[config.mk]
export PLATFORM = sky130hd
export DESIGN_NAME = gps_rmc_time_acquisition_flat
export DESIGN_NICKNAME = d
export VERILOG_FILES = /design/src/sv/grta_pkg.sv /design/src/sv/grta_chan_if.sv /design/src/sv/grta_cfg_regs.sv /design/src/sv/grta_core.sv /design/src/sv/gps_rmc_time_acquisition.sv /design/src/flat_wrapper.sv
export SDC_FILE = /design/constraint.sdc
export NUM_CORES = 1
export LEC_CHECK = 0
export ABC_AREA = 1
export BUFFER_PORTS_ARGS = -buffer_cell sky130_fd_sc_hd__buf_2
export CORE_UTILIZATION = 43
export CTS_BUF_LIST = sky130_fd_sc_hd__clkbuf_4
export DETAILED_ROUTE_END_ITERATION = 8
export PLACE_DENSITY = 0.7
export SYNTH_ARGS = -nofsm -noshare
export SYNTH_HDL_FRONTEND = slang
export SYNTH_HIERARCHICAL = 1
export SYNTH_SLANG_ARGS = --single-unit
[constraint.sdc]
create_clock -name clk_i -period 4.6 [get_ports clk_i]
set_input_delay 0.69 -clock clk_i [delete_from_list [all_inputs] [get_ports clk_i]]
set_output_delay 0.69 -clock clk_i [all_outputs]
set_load 0.01 [all_outputs]
[src/sv/grta_pkg.sv]
// Types and constants shared by the RMC time acquisition block.
// No dependencies; compiled first.
`default_nettype none

package grta_pkg;

  // Field widths
  localparam int unsigned MS_W      = 20;
  localparam int unsigned WIN_W     = 16;
  localparam int unsigned TRIAL_W   = 4;
  localparam int unsigned FIELD_W   = 4;
  localparam int unsigned POS_W     = 8;
  localparam int unsigned BYTE_W    = 8;
  localparam int unsigned YEAR_W    = 12;
  localparam int unsigned CFG_IDX_W = 2;
  localparam int unsigned NUM_TD    = 6;

  // Acquisition states, also the status code of a result item
  typedef enum logic [1:0] {
    ACQ_GET_TIME  = 2'd0,
    ACQ_WAIT_PPS  = 2'd1,
    ACQ_AVAILABLE = 2'd2,
    ACQ_NO_TIME   = 2'd3
  } acq_state_e;

  // Configuration register indexes
  localparam logic [CFG_IDX_W-1:0] CFG_TIME_LIMIT = 2'd0;
  localparam logic [CFG_IDX_W-1:0] CFG_PPS_WINDOW = 2'd1;
  localparam logic [CFG_IDX_W-1:0] CFG_PPS_TRIALS = 2'd2;

  // Configuration reset values
  localparam logic [MS_W-1:0]    RST_TIME_LIMIT = 20'd120000;
  localparam logic [WIN_W-1:0]   RST_PPS_WINDOW = 16'd1000;
  localparam logic [TRIAL_W-1:0] RST_PPS_TRIALS = 4'd10;

  // Timer and byte position saturation values
  localparam logic [MS_W-1:0] ELAPSED_MAX = {MS_W{1'b1}};
  localparam logic [POS_W-1:0] POS_MAX    = {POS_W{1'b1}};

  // NMEA characters
  localparam logic [BYTE_W-1:0] CH_DOLLAR = 8'h24;
  localparam logic [BYTE_W-1:0] CH_R      = 8'h52;
  localparam logic [BYTE_W-1:0] CH_M      = 8'h4D;
  localparam logic [BYTE_W-1:0] CH_C      = 8'h43;
  localparam logic [BYTE_W-1:0] CH_COMMA  = 8'h2C;
  localparam logic [BYTE_W-1:0] CH_A      = 8'h41;
  localparam logic [BYTE_W-1:0] CH_ZERO   = 8'h30;

  // Byte positions inside the sentence type, status field and digit groups
  localparam logic [POS_W-1:0] POS_TYPE_R   = 8'd3;
  localparam logic [POS_W-1:0] POS_TYPE_M   = 8'd4;
  localparam logic [POS_W-1:0] POS_TYPE_C   = 8'd5;
  localparam logic [POS_W-1:0] POS_STATUS   = 8'd1;
  localparam logic [POS_W-1:0] POS_DIG_LAST = 8'd6;

  // Field states of the sentence parser
  localparam logic [FIELD_W-1:0] FS_TYPE       = 4'd0;
  localparam logic [FIELD_W-1:0] FS_SEP        = 4'd1;
  localparam logic [FIELD_W-1:0] FS_TIME       = 4'd2;
  localparam logic [FIELD_W-1:0] FS_SKIP_TIME  = 4'd3;
  localparam logic [FIELD_W-1:0] FS_STATUS     = 4'd4;
  localparam logic [FIELD_W-1:0] FS_SKIP_FIRST = 4'd5;
  localparam logic [FIELD_W-1:0] FS_SKIP_LAST  = 4'd10;
  localparam logic [FIELD_W-1:0] FS_DATE       = 4'd11;

  // Slots of the time and date fields
  localparam int unsigned TD_TIME_BASE = 0;
  localparam int unsigned TD_DATE_BASE = 3;

  localparam logic [YEAR_W-1:0] YEAR_BASE = 12'd2000;
  localparam logic [YEAR_W-1:0] YEAR_LAST = 12'd2255;

  typedef struct packed {
    logic              op;
    logic              byte_valid;
    logic [BYTE_W-1:0] rx_byte;
    logic              pps_level;
    logic              ms_tick;
  } in_item_t;

  typedef struct packed {
    logic [1:0]        acq_status;
    logic              rcv_enable;
    logic [BYTE_W-1:0] hour;
    logic [BYTE_W-1:0] minute;
    logic [BYTE_W-1:0] second;
    logic [BYTE_W-1:0] day;
    logic [BYTE_W-1:0] month;
    logic [YEAR_W-1:0] year;
  } result_t;

  typedef struct packed {
    logic [CFG_IDX_W-1:0] index;
    logic [MS_W-1:0]      value;
  } cfg_write_t;

  // Register values as seen by the core
  typedef struct packed {
    logic [MS_W-1:0]    time_limit_ms;
    logic [WIN_W-1:0]   pps_window_ms;
    logic [TRIAL_W-1:0] pps_max_trials;
  } cfg_t;

endpackage

`default_nettype wire

[src/sv/grta_chan_if.sv]
// Valid/ready channel carrying one payload item.
// Payload type is supplied by the user, normally a struct from grta_pkg.
`default_nettype none

interface grta_chan_if #(
  parameter type payload_t = logic
);
  logic     valid;
  logic     ready;
  payload_t payload;

  modport source (output valid, output payload, input ready);
  modport sink   (input valid, input payload, output ready);
endinterface

`default_nettype wire

[src/sv/grta_cfg_regs.sv]
// Configuration registers of the RMC time acquisition block.
// Depends on grta_pkg and grta_chan_if.
`default_nettype none

module grta_cfg_regs (
  input  wire logic         clk_i,
  input  wire logic         rst_ni,
  grta_chan_if.sink         cfg_i,
  output grta_pkg::cfg_t    cfg_o
);

  grta_pkg::cfg_t cfg_q, cfg_d;

  // Always take a write; indexes beyond the list are dropped
  assign cfg_i.ready = 1'b1;

  always_comb begin
    cfg_d = cfg_q;
    if (cfg_i.valid) begin
      case (cfg_i.payload.index)
        grta_pkg::CFG_TIME_LIMIT: cfg_d.time_limit_ms = cfg_i.payload.value;
        grta_pkg::CFG_PPS_WINDOW:
          cfg_d.pps_window_ms = cfg_i.payload.value[grta_pkg::WIN_W-1:0];
        grta_pkg::CFG_PPS_TRIALS:
          cfg_d.pps_max_trials = cfg_i.payload.value[grta_pkg::TRIAL_W-1:0];
        default: ;
      endcase
    end
  end

  always_ff @(posedge clk_i or negedge rst_ni) begin
    if (!rst_ni) begin
      cfg_q.time_limit_ms  <= grta_pkg::RST_TIME_LIMIT;
      cfg_q.pps_window_ms  <= grta_pkg::RST_PPS_WINDOW;
      cfg_q.pps_max_trials <= grta_pkg::RST_PPS_TRIALS;
    end else begin
      cfg_q <= cfg_d;
    end
  end

  assign cfg_o = cfg_q;

endmodule

`default_nettype wire

[src/sv/grta_core.sv]
// Acquisition state, sentence parser and time/date fields.
// One step per accepted item; depends on grta_pkg.
`default_nettype none

module grta_core (
  input  wire logic              clk_i,
  input  wire logic              rst_ni,
  input  wire logic              step_i,
  input  grta_pkg::in_item_t     item_i,
  input  grta_pkg::cfg_t         cfg_i,
  output grta_pkg::result_t      result_o
);

  grta_pkg::acq_state_e                state_q, state_d;
  logic [grta_pkg::MS_W-1:0]           elapsed_q, elapsed_d;
  logic [grta_pkg::TRIAL_W-1:0]        trials_q, trials_d;
  logic                                pps_q, pps_d;
  logic                                active_q, active_d;
  logic                                rmc_q, rmc_d;
  logic [grta_pkg::FIELD_W-1:0]        field_q, field_d;
  logic [grta_pkg::POS_W-1:0]          pos_q, pos_d;
  logic                                enable_q, enable_d;
  logic [grta_pkg::BYTE_W-1:0]         td_q [grta_pkg::NUM_TD];
  logic [grta_pkg::BYTE_W-1:0]         td_d [grta_pkg::NUM_TD];

  logic [grta_pkg::MS_W-1:0]           elapsed_inc;
  logic [grta_pkg::POS_W-1:0]          pos_inc;
  logic [grta_pkg::BYTE_W-1:0]         digit;
  logic [grta_pkg::BYTE_W-1:0]         digit_x10;
  logic                                dig_pos_ok;
  logic [1:0]                          dig_slot;
  logic                                date_done;
  logic [grta_pkg::TRIAL_W:0]          trial_next;
  logic                                b_valid;
  logic [grta_pkg::BYTE_W-1:0]         b;

  assign b_valid = item_i.byte_valid;
  assign b       = item_i.rx_byte;

  // Shared per-item terms: position after this byte, its digit value, next elapsed time and trial count
  always_comb begin
    pos_inc    = (pos_q != grta_pkg::POS_MAX) ? pos_q + 1'b1 : pos_q;
    digit      = b - grta_pkg::CH_ZERO;
    digit_x10  = {digit[4:0], 3'b000} + {digit[6:0], 1'b0};
    dig_pos_ok = (pos_inc != '0) && (pos_inc <= grta_pkg::POS_DIG_LAST);
    dig_slot   = 2'((pos_inc - 1'b1) >> 1);
    elapsed_inc = (item_i.ms_tick && elapsed_q != grta_pkg::ELAPSED_MAX) ?
                  elapsed_q + 1'b1 : elapsed_q;
    trial_next = {1'b0, trials_q} + 1'b1;
  end

  // Next state of one step
  always_comb begin
    state_d   = state_q;
    elapsed_d = elapsed_q;
    trials_d  = trials_q;
    pps_d     = pps_q;
    active_d  = active_q;
    rmc_d     = rmc_q;
    field_d   = field_q;
    pos_d     = pos_q;
    enable_d  = enable_q;
    td_d      = td_q;
    date_done = 1'b0;

    if (item_i.op) begin
      // Restart acquisition and power the receiver
      state_d   = grta_pkg::ACQ_GET_TIME;
      active_d  = 1'b0;
      enable_d  = 1'b1;
      trials_d  = '0;
      elapsed_d = '0;
    end else begin
      elapsed_d = elapsed_inc;
      case (state_q)
        grta_pkg::ACQ_GET_TIME: begin
          if (elapsed_inc > cfg_i.time_limit_ms) begin
            state_d   = grta_pkg::ACQ_NO_TIME;
            elapsed_d = '0;
            enable_d  = 1'b0;
          end else begin
            if (active_q) begin
              if (b_valid) begin
                pos_d = pos_inc;
                case (field_q)
                  // Sentence type after the talker id
                  grta_pkg::FS_TYPE: begin
                    if (pos_inc == grta_pkg::POS_TYPE_R) begin
                      rmc_d = (b == grta_pkg::CH_R);
                    end else if (pos_inc == grta_pkg::POS_TYPE_M) begin
                      rmc_d = rmc_q && (b == grta_pkg::CH_M);
                    end else if (pos_inc == grta_pkg::POS_TYPE_C) begin
                      rmc_d    = rmc_q && (b == grta_pkg::CH_C);
                      active_d = rmc_d;
                      if (rmc_d) field_d = grta_pkg::FS_SEP;
                    end
                  end
                  grta_pkg::FS_SEP: begin
                    if (b == grta_pkg::CH_COMMA) begin
                      field_d = grta_pkg::FS_TIME;
                      pos_d   = '0;
                    end else begin
                      field_d  = grta_pkg::FS_TYPE;
                      active_d = 1'b0;
                    end
                  end
                  // hhmmss
                  grta_pkg::FS_TIME: begin
                    if (dig_pos_ok) begin
                      for (int i = 0; i < 3; i++) begin
                        if (dig_slot == 2'(i)) begin
                          td_d[grta_pkg::TD_TIME_BASE+i] = pos_inc[0] ? digit_x10 :
                              td_q[grta_pkg::TD_TIME_BASE+i] + digit;
                        end
                      end
                    end
                    if (pos_inc == grta_pkg::POS_DIG_LAST) begin
                      field_d = grta_pkg::FS_SKIP_TIME;
                      pos_d   = '0;
                    end
                  end
                  // Status: anything but A drops the sentence
                  grta_pkg::FS_STATUS: begin
                    if (pos_inc == grta_pkg::POS_STATUS) begin
                      if (b != grta_pkg::CH_A) active_d = 1'b0;
                    end else if (b == grta_pkg::CH_COMMA) begin
                      field_d = grta_pkg::FS_SKIP_FIRST;
                      pos_d   = '0;
                    end
                  end
                  // ddmmyy
                  grta_pkg::FS_DATE: begin
                    if (dig_pos_ok) begin
                      for (int i = 0; i < 3; i++) begin
                        if (dig_slot == 2'(i)) begin
                          td_d[grta_pkg::TD_DATE_BASE+i] = pos_inc[0] ? digit_x10 :
                              td_q[grta_pkg::TD_DATE_BASE+i] + digit;
                        end
                      end
                    end
                    if (pos_inc == grta_pkg::POS_DIG_LAST) begin
                      date_done = 1'b1;
                      active_d  = 1'b0;
                    end
                  end
                  default: begin
                    // Skipped fields advance on a comma; unused states close
                    if (field_q == grta_pkg::FS_SKIP_TIME ||
                        field_q inside {[grta_pkg::FS_SKIP_FIRST:grta_pkg::FS_SKIP_LAST]}) begin
                      if (b == grta_pkg::CH_COMMA) begin
                        field_d = (field_q == grta_pkg::FS_SKIP_TIME) ?
                                  grta_pkg::FS_STATUS : field_q + 1'b1;
                        pos_d   = '0;
                      end
                    end else begin
                      active_d = 1'b0;
                    end
                  end
                endcase
              end
            end else if (b_valid && b == grta_pkg::CH_DOLLAR) begin
              // Open a sentence
              field_d  = grta_pkg::FS_TYPE;
              pos_d    = '0;
              active_d = 1'b1;
            end
            if (date_done) begin
              state_d   = grta_pkg::ACQ_WAIT_PPS;
              elapsed_d = '0;
            end
          end
        end
        grta_pkg::ACQ_WAIT_PPS: begin
          pps_d = item_i.pps_level;
          if (!pps_q && item_i.pps_level) begin
            state_d   = grta_pkg::ACQ_AVAILABLE;
            elapsed_d = '0;
            enable_d  = 1'b0;
          end else if (elapsed_inc > {{(grta_pkg::MS_W-grta_pkg::WIN_W){1'b0}},
                                      cfg_i.pps_window_ms}) begin
            if (trial_next > {1'b0, cfg_i.pps_max_trials}) begin
              state_d   = grta_pkg::ACQ_AVAILABLE;
              elapsed_d = '0;
              enable_d  = 1'b0;
            end else begin
              trials_d  = trial_next[grta_pkg::TRIAL_W-1:0];
              state_d   = grta_pkg::ACQ_GET_TIME;
              elapsed_d = '0;
            end
          end
        end
        default: ;
      endcase
    end
  end

  // Commit the step
  always_ff @(posedge clk_i or negedge rst_ni) begin
    if (!rst_ni) begin
      state_q   <= grta_pkg::ACQ_GET_TIME;
      elapsed_q <= '0;
      trials_q  <= '0;
      pps_q     <= 1'b0;
      active_q  <= 1'b0;
      rmc_q     <= 1'b0;
      field_q   <= grta_pkg::FS_TYPE;
      pos_q     <= '0;
      enable_q  <= 1'b0;
      for (int i = 0; i < grta_pkg::NUM_TD; i++) td_q[i] <= '0;
    end else if (step_i) begin
      state_q   <= state_d;
      elapsed_q <= elapsed_d;
      trials_q  <= trials_d;
      pps_q     <= pps_d;
      active_q  <= active_d;
      rmc_q     <= rmc_d;
      field_q   <= field_d;
      pos_q     <= pos_d;
      enable_q  <= enable_d;
      td_q      <= td_d;
    end
  end

  // Result of this step
  always_comb begin
    result_o.acq_status = state_d;
    result_o.rcv_enable = enable_d;
    result_o.hour       = td_d[0];
    result_o.minute     = td_d[1];
    result_o.second     = td_d[2];
    result_o.day        = td_d[3];
    result_o.month      = td_d[4];
    result_o.year       = grta_pkg::YEAR_BASE +
                          {{(grta_pkg::YEAR_W-grta_pkg::BYTE_W){1'b0}}, td_d[5]};
  end

endmodule

`default_nettype wire

[src/sv/gps_rmc_time_acquisition.sv]
// GPS RMC time acquisition: takes one item per clock while not stalled (receiver byte,
// PPS level, ms tick, start command) and returns one status/time/date item for each.
// Each item goes from the input register through the parser/state step into the
// result register. The input stalls only while a result that is not taken is held
// in the result register and the input register is also full. There is no clearing
// pass after reset.
// Depends on grta_pkg, grta_chan_if, grta_cfg_regs and grta_core.
`default_nettype none

module gps_rmc_time_acquisition (
  input  wire logic  clk_i,
  input  wire logic  rst_ni,
  grta_chan_if.sink   in_i,
  grta_chan_if.source out_o,
  grta_chan_if.sink   cfg_i
);

  grta_pkg::cfg_t     cfg;
  grta_pkg::in_item_t in_item_q;
  grta_pkg::result_t  step_result;
  grta_pkg::result_t  out_item_q;
  logic               in_valid_q, in_valid_d;
  logic               out_valid_q, out_valid_d;
  logic               advance;
  logic               step;

  grta_cfg_regs u_cfg (
    .clk_i  (clk_i),
    .rst_ni (rst_ni),
    .cfg_i  (cfg_i),
    .cfg_o  (cfg)
  );

  // Step when the result register is free or being emptied
  assign advance    = !out_valid_q || out_o.ready;
  assign step       = in_valid_q && advance;
  assign in_i.ready = !in_valid_q || advance;

  always_comb begin
    in_valid_d = in_valid_q;
    if (in_i.valid && in_i.ready) begin
      in_valid_d = 1'b1;
    end else if (step) begin
      in_valid_d = 1'b0;
    end
    out_valid_d = out_valid_q;
    if (step) begin
      out_valid_d = 1'b1;
    end else if (out_o.ready) begin
      out_valid_d = 1'b0;
    end
  end

  always_ff @(posedge clk_i or negedge rst_ni) begin
    if (!rst_ni) begin
      in_valid_q  <= 1'b0;
      out_valid_q <= 1'b0;
    end else begin
      in_valid_q  <= in_valid_d;
      out_valid_q <= out_valid_d;
    end
  end

  // Capture the item and the result payloads
  always_ff @(posedge clk_i) begin
    if (in_i.valid && in_i.ready) in_item_q <= in_i.payload;
    if (step) out_item_q <= step_result;
  end

  grta_core u_core (
    .clk_i    (clk_i),
    .rst_ni   (rst_ni),
    .step_i   (step),
    .item_i   (in_item_q),
    .cfg_i    (cfg),
    .result_o (step_result)
  );

  assign out_o.valid   = out_valid_q;
  assign out_o.payload = out_item_q;

endmodule

`default_nettype wire

[src/flat_wrapper.sv]
// flat-port wrapper written by rule: the top's interface ports become plain ports
module gps_rmc_time_acquisition_flat 
  (clk_i, rst_ni, in_i_valid, in_i_payload, in_i_ready, out_o_valid, out_o_payload, out_o_ready, cfg_i_valid, cfg_i_payload, cfg_i_ready);
  grta_chan_if #(.payload_t(grta_pkg::in_item_t)) in_i_i ();
  grta_chan_if #(.payload_t(grta_pkg::result_t)) out_o_i ();
  grta_chan_if #(.payload_t(grta_pkg::cfg_write_t)) cfg_i_i ();
  input  wire logic clk_i;
  input  wire logic rst_ni;
  input wire logic [$bits(in_i_i.valid)-1:0] in_i_valid;
  input wire logic [$bits(in_i_i.payload)-1:0] in_i_payload;
  output wire logic [$bits(in_i_i.ready)-1:0] in_i_ready;
  output wire logic [$bits(out_o_i.valid)-1:0] out_o_valid;
  output wire logic [$bits(out_o_i.payload)-1:0] out_o_payload;
  input wire logic [$bits(out_o_i.ready)-1:0] out_o_ready;
  input wire logic [$bits(cfg_i_i.valid)-1:0] cfg_i_valid;
  input wire logic [$bits(cfg_i_i.payload)-1:0] cfg_i_payload;
  output wire logic [$bits(cfg_i_i.ready)-1:0] cfg_i_ready;
  assign in_i_i.valid = in_i_valid;
  assign in_i_i.payload = in_i_payload;
  assign in_i_ready = in_i_i.ready;
  assign out_o_valid = out_o_i.valid;
  assign out_o_payload = out_o_i.payload;
  assign out_o_i.ready = out_o_ready;
  assign cfg_i_i.valid = cfg_i_valid;
  assign cfg_i_i.payload = cfg_i_payload;
  assign cfg_i_ready = cfg_i_i.ready;
  gps_rmc_time_acquisition u_core (.clk_i(clk_i), .rst_ni(rst_ni), .in_i(in_i_i), .out_o(out_o_i), .cfg_i(cfg_i_i));
endmodule
### After elaboration in Yosys (flattened, before gate mapping)

Index checks and enable logic that the tools add are counted.
W data, S select, Z words.

* register bits after elaboration: 199

* add/sub/neg operators: 14
* $lt $le $gt $ge: 6
* equality and inequality tests: 37
* mux-type cells: 99
* bitwise operators: 2
* reduce and logical (&&, ||, !) cells: 37

Operators with widths (number)
* $mux W48: 5
* $mux W8: 20
* $mux W20: 6
* $mux W24: 4
* $mux W4: 18
* $add A8 B8 Y8: 7
* $pmux W20 S2: 1
* $mux W1: 33
* $pmux W8 S4: 1
* $eq A8 B3 Y1 const B: 3
* $eq A8 B7 Y1 const B: 3
* $ne A3 B3 Y1 const B: 7
* $add A20 B1 Y20 const B: 1
* $gt A20 B16 Y1: 1
* $gt A20 B20 Y1: 1
* $ne A20 B20 Y1 const B: 1
* $pmux W4 S5: 1
* $eq A8 B6 Y1 const B: 2
* $reduce_and A16 Y1: 1
* $mux W2: 7
* $add A11 B8 Y12 const A: 1
* $reduce_bool A2 Y1: 6
* $logic_and A1 B1 Y1: 9
* $add A8 B1 Y8 const B: 1
* 38 further kinds: 55

### Logic depth before layout (Yosys ltp)

Gate-level depths: netlist of run 1.

* depth in word-level cells: 14
* depth in mapped cells: 31

### Modules after synthesis

The synthesis of run 1 kept the hierarchy.

Modules (own cells, without submodules)
* grta_core: times used 1, cells an instance 1524, area each 9958.3 um^2, seq. area each 2252.2 um^2
* gps_rmc_time_acquisition: times used 1, cells an instance 79, area each 2107.0 um^2, seq. area each 2062.0 um^2
* grta_cfg_regs: times used 1, cells an instance 181, area each 1667.8 um^2, seq. area each 1019.7 um^2

### Worst setup path before layout of run 1

OpenSTA, ideal clock, no wires.

* path type: input -> register
* start: in out_o_ready
* end: reg u_core/u_core/field_q[0] (netlist name)
* library setup time: 129 ps
* arrival time: 5100 ps
* required time: 4471 ps
* path slack: -629 ps
* stages on the path: 10
* cell sequence: inv_2 > a21oi_1 > buf_2 > inv_2 > nor2_1 > inv_1 > nor4_1 > nand3_1 > nand2_1 > o21ai_0

* word-level cells in the longest chain between the ends: 3

Ends and longest elaborated chain
* start: declaration: line flat_wrapper.sv:14 `input wire logic [$bits(out_o_i.ready)-1:0] out_o_ready;`
* $logic_or A1 B1 Y1: line gps_rmc_time_acquisition.sv:35 `assign advance = !out_valid_q || out_o.ready;`
* $logic_and A1 B1 Y1: line gps_rmc_time_acquisition.sv:36 `assign step = in_valid_q && advance;`
* $reduce_and A16 Y1 (no source line)
* end signal: assignment: line grta_core.sv:206 `field_q <= grta_pkg::FS_TYPE;`
* end signal: assignment: line grta_core.sv:217 `field_q <= field_d;`
* end: declaration: line grta_core.sv:20 `logic [grta_pkg::FIELD_W-1:0] field_q, field_d;`

No other way between the ends.
A chain may end at the register's enable or synchronous reset.

==> reports/metrics.cfg, run 1 <==
[clocking]
clock-sinks=199
tritoncts=yes
cts_root_buffer=clkbuf_4
h-tree-depth=4
clkTransAtPathRegs_ns=0.17
postCtsHoldBufs=0
cts_buffer_depth=2
numCtsBuffers=17
clk_latency_ns=0.63

[die]
core_mm2=0.0315
ioPinCount=97
rows=65
start_util_pct=43.6
die_area_mm2=0.0327
dieWidth_um=181
die_h_um=181

[sta]
fmax_ghz=0.239
setup_viol=0
worst_slew_pin_slew_ns=1.07
relSlewSlack_pct=28.8
fin_crit_sh_pct=91.1
final.min_clock_period_ns=4.19
finalWorstSetupSlack_ns=0.409
finalClockSkew_ns=0.0358
hold_viol=0
maxSlewViolCount=0

[logic_synthesis]
synthDistinctLibCells=52
syn_nets=1930
synthArstFlopShare_pct=66.3
avgSynthCellArea_um2=7.70
synth-edff-count=67
seq_area_frac_synth_pct=38.8
synth_area_mm2=0.0137
synth_ff_type=dfrtp_1
ys_ff_latch=199
synthCells=1784
ys_warn_count=6

[routing]
vias_per_cell=5.10
routedWlPerCell_um=14.5
vias=11500
initialDrtViolationCount=837
finalWirelength_um=32700
dr.pass1.iters=7
drc_errors=0
antenna_left=0

[place]
gp_congestion=0.894
dpl_cell_area_mm2=0.0143
portBuffers=95
dpl_worst_slack_ns=0.343
hpwl_um=23700

[final_layout]
drive_above_1_share_pct=12.9
final_common_cell=nand2_1
nets=1977
area_growth_pct=6.75
final_cell_mix=nand2_1, inv_1, nor2_1
post-route-util_pct=46.6
stdcell_area_mm2=0.0147

[power]
p_per_area_mw_per_mm2=321
total_power_mw=4.70
p_leak_nw=7.66
ir_drop_mv=0.195

[setup_path]
cp-end-kind=flip-flop
start_kind=flip-flop
crit_fanout=6
cp_slowest_cell=dfrtp_1
critPathKind=flip-flop to flip-flop
critical_path_arrival_ns=4.60
critPathMaxStageDelay_ns=0.45
critPathRequiredTime_ns=5.01

[global_route]
first_global_vias=10700
grt_max_degree=106
grt_pass1_wl_um=53300
grt_usage_pct=20.4
antenna_found_initial=1
grt_overflow=0

[run_status]
status=complete, no violations

[hold_path]
hp-class=input pin to async pin

[flow_run]
maxCapViolCount=0

==> Yosys cell counts (all sizes together) (15+ instances only) <==
cell type / n / share of area (%)
a21oi: 70 / 2.6
buf: 71 / 3.7
dfrtp: 117 / 21
dfstp: 15 / 2.9
edfxtp: 67 / 15
ha: 100 / 9.1
inv: 264 / 7.2
nand2: 539 / 15
nand3: 97 / 4.0
nand4: 34 / 1.6
nor2: 143 / 4.7
nor3: 16 / 0.62
o21ai: 114 / 4.2
o22ai: 15 / 1.1
xor2: 34 / 2.2
==> through the flow <==
stage / TNS [ns] / cells / hold slack (ns)
after floorplan: 0 / 1784 / 0.394
after CTS: 0 / 2245 / 0.152
after global placement: 0 / 2213 / 0.452
after detailed placement: 0 / 2213 / 0.456
after global routing: -0.0844 / 2247 / 0.146
final: 0 / 2247 / 0.145
==> report_power, final <==
| part | internal, mW | switching (mW) |
|---|---|---|
| clock | 0.390 | 0.662 |
| sequential | 2.10 | 0.142 |
| combinational | 0.525 | 0.887 |
==> per-layer routing <==
layer	global-route usage [%]	vias to the layer above	routed length, um
met2	34.5	294	15500
met5	0	-	0
met4	7.15	0	853
met3	3.31	51	1380
li1	-	5773	-
met1	26.4	5332	14900
==> cell type report <==
cell class                      count  area [um^2]
Fill cell                        3104        16800
Multi-Input combinational cell   1235         6890
Sequential cell                   199         5330
Inverter                          265          995
Timing Repair Buffer              113          617
Tap cell                          402          503
Clock inverter                     15          190
Clock buffer                       17          128
Antenna cell                        1         2.50
==> critical path: cells and delay by family (launching register included) <==
kind	cells	cell delay, ns
buffers and inverters	4	0.46
AND/OR/NAND/NOR	15	1.99
flip-flops	1	0.45
AO/OA/AOI/OAI	3	0.41
adder cells (fa/ha/maj)	2	0.49
XOR/XNOR	1	0.17
==> registers in the layout (all words and copies together) (netlist names) <==
name                     flops
u_core/out_o.payload        55
u_core/u_core/td_q          48
u_core/u_cfg/cfg_o          40
u_core/u_core/elapsed_q     20
u_core/in_item_q            12
u_core/u_core/pos_q          8
u_core/u_core/field_q        4
u_core/u_core/trials_q       4
u_core/u_core/state_q        2
u_core/in_valid_q            1
u_core/out_o.valid           1
u_core/u_core/active_q       1
u_core/u_core/enable_q       1
u_core/u_core/pps_q          1
u_core/u_core/rmc_q          1
==> path summary, 6_finish.rpt <==
kind / start / to / slack, ns / depth (start not counted)
max: u_core/u_core/elapsed_q[1]$_DFFE_PN0P_ / u_core/out_o.payload[42]$_DFFE_PP_ / 0.41 / 25
min: rst_ni / u_core/u_cfg/cfg_o[31]$_DFFE_PN0P_ / 0.15 / 1
max reg2reg: u_core/u_core/elapsed_q[1]$_DFFE_PN0P_ / u_core/out_o.payload[42]$_DFFE_PP_ / 0.41 / 25
min reg2reg: u_core/u_cfg/cfg_o[9]$_DFFE_PN1P_ / u_core/u_cfg/cfg_o[9]$_DFFE_PN1P_ / 0.48 / 2
max in group asynchronous: rst_ni / u_core/u_core/td_q[16]$_DFFE_PN0P_ / 3.32 / 2
min in group clk_i: in_i_payload[6] / u_core/in_item_q[6]$_DFFE_PP_ / 0.22 / 1
==> kinds of logic (layout without fill, tap and decap cells) <==
family | after synthesis | count (layout) | synth area share, %
AO/OA/AOI/OAI | 222 | 222 | 9.12
flip-flops | 199 | 199 | 38.8
AND/OR/NAND/NOR | 857 | 857 | 27.5
other | 1 | 2 | 0.0273
adder cells (fa/ha/maj) | 107 | 107 | 10.1
XOR/XNOR | 48 | 48 | 3.06
buffers and inverters | 350 | 410 | 11.3
==> what timing repair did <==
action	in CTS	in global routing
setup buffers	0	1
resized for setup	0	7
endpoints found under the setup margin	0	39
No activity file was read; power rests on OpenSTA's default activity.
==> inputs of run 2 (changes only) <==
--- a/config.mk
+++ b/config.mk
@@ -10,7 +10,7 @@
 export CORE_UTILIZATION = 43
 export CTS_BUF_LIST = sky130_fd_sc_hd__clkbuf_4
 export DETAILED_ROUTE_END_ITERATION = 8
-export PLACE_DENSITY = 0.7
+export PLACE_DENSITY = 0.68
 export SYNTH_ARGS = -nofsm -noshare
 export SYNTH_HDL_FRONTEND = slang
 export SYNTH_HIERARCHICAL = 1
==> constraint.sdc (replaced) <==
create_clock -name clk_i -period 4.7 [get_ports clk_i]
set_input_delay 0.705 -clock clk_i [delete_from_list [all_inputs] [get_ports clk_i]]
set_output_delay 0.705 -clock clk_i [all_outputs]
set_load 0.01 [all_outputs]
==> reports/metrics.cfg, run 2 (synthesized netlist as in run 1, its figures left out) <==
[run_status]
status=complete, no violations

[place]
gp_congestion=0.914  ; +2.3%
hpwl_um=24000  ; +1.4%
dpl_worst_slack_ns=0.289  ; -0.0541 ns
portBuffers=95  ; unchanged

[final_layout]
area_growth_pct=6.33
drive_above_1_share_pct=12.7  ; -0.21 points
largest_reg_flops=55  ; unchanged
final_common_cell=nand2_1
n_fill_cell=3083  ; -0.68%
final_cell_mix=nand2_1, inv_1, nor2_1
post-route-util_pct=46.4  ; -0.18 points
nets=1976  ; -0.051%

[routing]
antenna_left=0  ; unchanged
vias=11300  ; -1.4%
routedWlPerCell_um=14.6  ; +0.21%
dr.pass1.iters=6  ; -1
vias_per_cell=5.03  ; -1.4%
finalWirelength_um=32700  ; +0.21%
initialDrtViolationCount=832  ; -0.60%
drc_errors=0  ; unchanged

[sta]
fmax_ghz=0.236  ; -1.2%
final.min_clock_period_ns=4.24  ; +0.0505 ns
rsz0062_at_grt=no
finalSetupTns_ns=0  ; unchanged
worst_slew_pin_slew_ns=0.796  ; -0.272 ns
finalWorstSetupSlack_ns=0.458  ; +0.0495 ns
hold_viol=0  ; unchanged
maxSlewViolCount=0  ; unchanged
finalClockSkew_ns=0.0382  ; +0.00239 ns
relSlewSlack_pct=46.9  ; +18 points
setup_viol=0  ; unchanged
fin_crit_sh_pct=90.2  ; -0.87 points

[global_route]
grt_pass1_wl_um=53800  ; +1.0%
grt_max_degree=72  ; -32%
antenna_found_initial=2  ; +1
first_global_vias=10900  ; +1.3%
grt_usage_pct=20.6  ; +0.18 points
grt_overflow=0  ; unchanged

[setup_path]
critPathKind=flip-flop to flip-flop
critical_path_arrival_ns=4.64  ; +0.04 ns
critPathMaxStageDelay_ns=0.46  ; about the same
cp-end-kind=flip-flop
crit_fanout=6  ; unchanged
reg2reg_to=u_core/out_o.payload[7]$_DFFE_PP_
r2r_slack_ns=0.46  ; +0.05 ns
cp_slowest_cell=dfrtp_1
start_kind=flip-flop
r2r_start=u_core/u_core/elapsed_q[0]$_DFFE_PN0P_
cpMostUsedCell=nand2_1
r2r_cells=28  ; +12%
critPathRequiredTime_ns=5.10  ; +0.09 ns

[power]
p_int_mw=2.79  ; -7.2%
switching_power_mw=1.68  ; -0.91%
ir_drop_mv=0.184  ; -5.9%
p_leak_nw=7.63  ; -0.34%
power_frac_seq_pct=49.0  ; +1.4 points
p_per_area_mw_per_mm2=306  ; -4.6%
p_comb_share_pct=30.7  ; +0.7 points
pwr-share-clk_pct=20.3  ; -2.1 points
p_sw_share_pct=37.5  ; +1.5 points

[die]
core_mm2=0.0315  ; unchanged
die_h_um=181  ; unchanged
start_util_pct=43.6  ; unchanged
rows=65  ; unchanged
die_area_mm2=0.0327  ; unchanged
dieWidth_um=181  ; unchanged
ioPinCount=97  ; unchanged

[clocking]
clock-sinks=199  ; unchanged
clkTransAtPathRegs_ns=0.17  ; about the same
cts_root_buffer=clkbuf_4
tritoncts=yes
clk_latency_ns=0.65  ; +0.02 ns
numCtsBuffers=17  ; unchanged
h-tree-depth=4  ; unchanged
cts_setup_buffers=0  ; unchanged
cts_buffer_depth=2  ; unchanged

[hold_path]
hold_end=u_core/in_item_q[3]$_DFFE_PP_
hp-class=input pin to flip-flop
min_from=in_i_payload[3]
holdPathStages=1

[flow_run]
maxCapViolCount=0  ; unchanged

-- run 2: power groups by stage --
stage	Combinational (mW)	Sequential [mW]	Clock [mW]
floorplan	1.05	2.23	0
global placement	1.32	2.22	0
detailed placement	1.36	2.22	0
CTS	1.37	2.19	0.943
global route	1.59	2.22	1.01
finish	1.37	2.19	0.908
-- run 2: per-layer routing --
| metal | vias to the layer above | track usage (%) | part of all wire (%) |
|---|---|---|---|
| li1 | 5768 | - | - |
| met1 | 5207 | 26.1 | 46 |
| met2 | 259 | 35.1 | 48 |
| met3 | 59 | 3.10 | 3.2 |
| met4 | 0 | 8.34 | 2.9 |
| met5 | - | 0 | 0 |
-- run 2: layout make-up --
cell class / instances / area [um^2] / area share (%)
well taps: 402 / 503 / 3.44
clock inverters: 15 / 139 / 0.951
diodes: 2 / 5.00 / 0.0343
inverters: 265 / 998 / 6.84
clock buffers: 17 / 128 / 0.874
repair buffers: 112 / 612 / 4.19
multi-input cells: 1235 / 6880 / 47.1
flip-flops and latches: 199 / 5330 / 36.5
-- run 2: worst max-delay path: cells and delay by family, from the launching register on --
kind | cells | cell delay, ns
AND/OR/NAND/NOR | 19 | 2.06
XOR/XNOR | 1 | 0.24
buffers and inverters | 5 | 0.43
flip-flops | 1 | 0.46
adder cells (fa/ha/maj) | 3 | 0.80
-- run 2: how the worst max path moves through the flow --
stage / from / end / slack [ns] / cells past startpoint
6_report: u_core/u_core/elapsed_q[0]$_DFFE_PN0P_ / u_core/out_o.payload[7]$_DFFE_PP_ / 0.46 / 28
5_1_grt: u_core/u_core/elapsed_q[0]$_DFFE_PN0P_ / u_core/out_o.payload[7]$_DFFE_PP_ / 0.03 / 28
4_1_cts: u_core/u_core/elapsed_q[0]$_DFFE_PN0P_ / u_core/out_o.payload[7]$_DFFE_PP_ / 0.25 / 28
3_5_place_dp: u_core/u_core/elapsed_q[0]$_DFFE_PN0P_ / u_core/out_o.payload[7]$_DFFE_PP_ / 0.29 / 28
3_3_place_gp: u_core/u_core/elapsed_q[0]$_DFFE_PN0P_ / u_core/out_o.payload[7]$_DFFE_PP_ / 0.41 / 28
2_1_floorplan: out_o_ready / u_core/u_core/field_q[0]$_DFFE_PN0P_ / 0.64 / 10
-- run 2: repair_timing --
item                                    CTS  global route
hold buffers                              1             0
resized for setup                         0             7
hold endpoints to repair                 41             0
endpoints found under the setup margin    0            28
-- run 2: metrics by stage --
step / cell area (um^2) / instances / power, mW / hold WS, ns
final: 14600 / 2247 / 4.47 / 0.230
after floorplan: 13700 / 1784 / 3.28 / 0.409
after detailed placement: 14300 / 2212 / 3.59 / 0.456
after global routing: 14600 / 2247 / 4.81 / 0.175
after global placement: 14300 / 2212 / 3.54 / 0.453
after CTS: 14600 / 2245 / 4.50 / 0.173
==> inputs of run 3 (changes only) <==
--- a/config.mk
+++ b/config.mk
@@ -11,6 +11,7 @@
 export CTS_BUF_LIST = sky130_fd_sc_hd__clkbuf_4
 export DETAILED_ROUTE_END_ITERATION = 8
 export PLACE_DENSITY = 0.68
+export RECOVER_POWER = 50
 export SYNTH_ARGS = -nofsm -noshare
 export SYNTH_HDL_FRONTEND = slang
 export SYNTH_HIERARCHICAL = 1
==> constraint.sdc (replaced) <==
create_clock -name clk_i -period 4.7 [get_ports clk_i]
set_input_delay 0.705 -clock clk_i [delete_from_list [all_inputs] [get_ports clk_i]]
set_output_delay 0.705 -clock clk_i [all_outputs]
set_load 0.02 [all_outputs]
==> reports/metrics.cfg, run 3 (synthesized netlist as in run 1, its figures left out) <==
[routing]
wl_met3_um=1260  ; +18%
vias_per_cell=5.04  ; +0.24%
vias=11300  ; +0.24%
finalWirelength_um=32800  ; +0.11%
antenna_left=0  ; unchanged
dr.pass1.iters=7  ; +1
wl_met2_um=15600  ; unchanged
drc_errors=0  ; unchanged
initialDrtViolationCount=822  ; -1.2%
top_layer_used=met4
drt-met1-wl_um=15000  ; -0.82%
routedWlPerCell_um=14.6  ; +0.11%

[sta]
hold_viol=0  ; unchanged
fin_crit_sh_pct=90.2  ; about the same
maxSlewViolCount=154  ; +154
rsz0062_at_grt=no
finalWorstSetupSlack_ns=0.462  ; +0.00348 ns
finalSetupTns_ns=0  ; unchanged
finalClockSkew_ns=0.0356  ; -0.00263 ns
relSlewSlack_pct=-105  ; -150 points
final.min_clock_period_ns=4.24  ; -0.00348 ns
setup_viol=0  ; unchanged
fmax_ghz=0.236  ; about the same
worst_slew_pin_slew_ns=3.08  ; +2.29 ns

[final_layout]
area_growth_pct=5.67
final_common_cell=nand2_1
final_cell_mix=nand2_1, inv_1, nor2_1
nets=1976  ; unchanged
n_fill_cell=3109  ; +0.84%
drive_above_1_share_pct=10.4  ; -2.3 points
largest_reg_flops=55  ; unchanged

[die]
die_area_mm2=0.0327  ; unchanged
core_mm2=0.0315  ; unchanged
ioPinCount=97  ; unchanged
start_util_pct=43.6  ; unchanged
die_h_um=181  ; unchanged
dieWidth_um=181  ; unchanged
rows=65  ; unchanged

[clocking]
cts_buffer_depth=2  ; unchanged
h-tree-depth=4  ; unchanged
numCtsBuffers=17  ; unchanged
cts_root_buffer=clkbuf_4
clkTransAtPathRegs_ns=0.17  ; about the same
tritoncts=yes
cts_setup_buffers=0  ; unchanged
clock-sinks=199  ; unchanged
clk_latency_ns=0.65  ; about the same

[global_route]
first_global_vias=10900  ; unchanged
antenna_found_initial=2  ; unchanged
grt_max_degree=72  ; unchanged
grt_usage_pct=20.6  ; unchanged
grt_pass1_wl_um=53800  ; unchanged
grt_overflow=0  ; unchanged

[setup_path]
critPathKind=flip-flop to flip-flop
start_kind=flip-flop
critical_path_buf_inv_count=6  ; +1
r2r_start=u_core/u_core/elapsed_q[0]$_DFFE_PN0P_
cpMostUsedCell=nand2_1
critPathMaxStageDelay_ns=0.46  ; about the same
critPathRequiredTime_ns=5.10  ; about the same
cp_top_family=simple AND/OR/NAND/NOR gates
r2r_slack_ns=0.46  ; about the same
reg2reg_to=u_core/out_o.payload[7]$_DFFE_PP_
cp-end-kind=flip-flop
critical_path_arrival_ns=4.64  ; about the same
cp_slowest_cell=dfrtp_1
crit_fanout=8  ; +2
r2r_cells=28  ; unchanged

[hold_path]
holdPathStages=1  ; unchanged
hold_end=u_core/in_item_q[3]$_DFFE_PP_
hp-class=input pin to flip-flop
min_from=in_i_payload[3]

[power]
p_per_area_mw_per_mm2=310  ; +1.3%
ir_drop_mv=0.184  ; +0.29%
p_leak_nw=7.51  ; -1.6%

[place]
gp_congestion=0.914  ; unchanged
portBuffers=95  ; unchanged
dpl_worst_slack_ns=0.289  ; unchanged
hpwl_um=24000  ; unchanged

[flow_run]
maxCapViolCount=3  ; +3

[run_status]
violations=max-capacitance violations, max-slew violations
status=complete, but fails checks

-- run 3: changes by cell type in the layout (fill, tap and decap cells not counted), sizes merged --
cell    delta
buf       -41
clkbuf    +41
-- run 3: worst max path at each step --
stage	startpoint	to	slack (ns)	depth (start not counted)
floorplan	out_o_ready	u_core/u_core/field_q[0]$_DFFE_PN0P_	0.64	10
global placement	u_core/u_core/elapsed_q[0]$_DFFE_PN0P_	u_core/out_o.payload[7]$_DFFE_PP_	0.41	28
detailed placement	u_core/u_core/elapsed_q[0]$_DFFE_PN0P_	u_core/out_o.payload[7]$_DFFE_PP_	0.29	28
CTS	u_core/u_core/elapsed_q[0]$_DFFE_PN0P_	u_core/out_o.payload[7]$_DFFE_PP_	0.25	28
global route	u_core/u_core/elapsed_q[0]$_DFFE_PN0P_	u_core/out_o.payload[7]$_DFFE_PP_	0.03	28
finish	u_core/u_core/elapsed_q[0]$_DFFE_PN0P_	u_core/out_o.payload[7]$_DFFE_PP_	0.46	28
-- run 3: final cells by class --
type / instances / area (um^2) / area share (%)
multi-input combinational: 1235 / 6860 / 47.2
sequential: 199 / 5330 / 36.8
inverter: 265 / 998 / 6.88
timing repair buffer: 112 / 549 / 3.79
tap: 402 / 503 / 3.47
clock inverter: 15 / 139 / 0.957
clock buffer: 17 / 128 / 0.879
antenna: 2 / 5.00 / 0.0345
-- run 3: metrics by stage --
| step | hold slack [ns] | power, mW | utilization (%) | cells | area (um^2) |
|---|---|---|---|---|---|
| 2_1_floorplan | 0.409 | 3.33 | - | 1784 | 13700 |
| 3_3_place_gp | 0.453 | 3.59 | 45.4 | 2212 | 14300 |
| 3_5_place_dp | 0.456 | 3.63 | 45.4 | 2212 | 14300 |
| 4_1_cts | 0.173 | 4.55 | 46.3 | 2245 | 14600 |
| 5_1_grt | 0.175 | 4.84 | 46.1 | 2247 | 14500 |
| 6_report | 0.231 | 4.50 | 46.1 | 2247 | 14500 |
-- run 3: timing repair --
| item | 4_1_cts | 5_1_grt |
|---|---|---|
| hold buffers | 1 | 0 |
| setup endpoints to repair | 0 | 28 |
| gates resized for setup | 0 | 7 |
| endpoints found under the hold margin | 41 | 0 |
-- run 3: metal layers --
metal	up-vias	track usage (%)
li1	5771	-
met1	5223	26.1
met2	272	35.1
met3	54	3.10
met4	0	8.34
met5	-	0
-- run 3: where the power goes --
group / switching [mW] / internal (mW) / leakage (nW)
registers: 0.140 / 2.05 / 2.36
logic: 0.909 / 0.494 / 5.01
clock network: 0.673 / 0.234 / 0.145
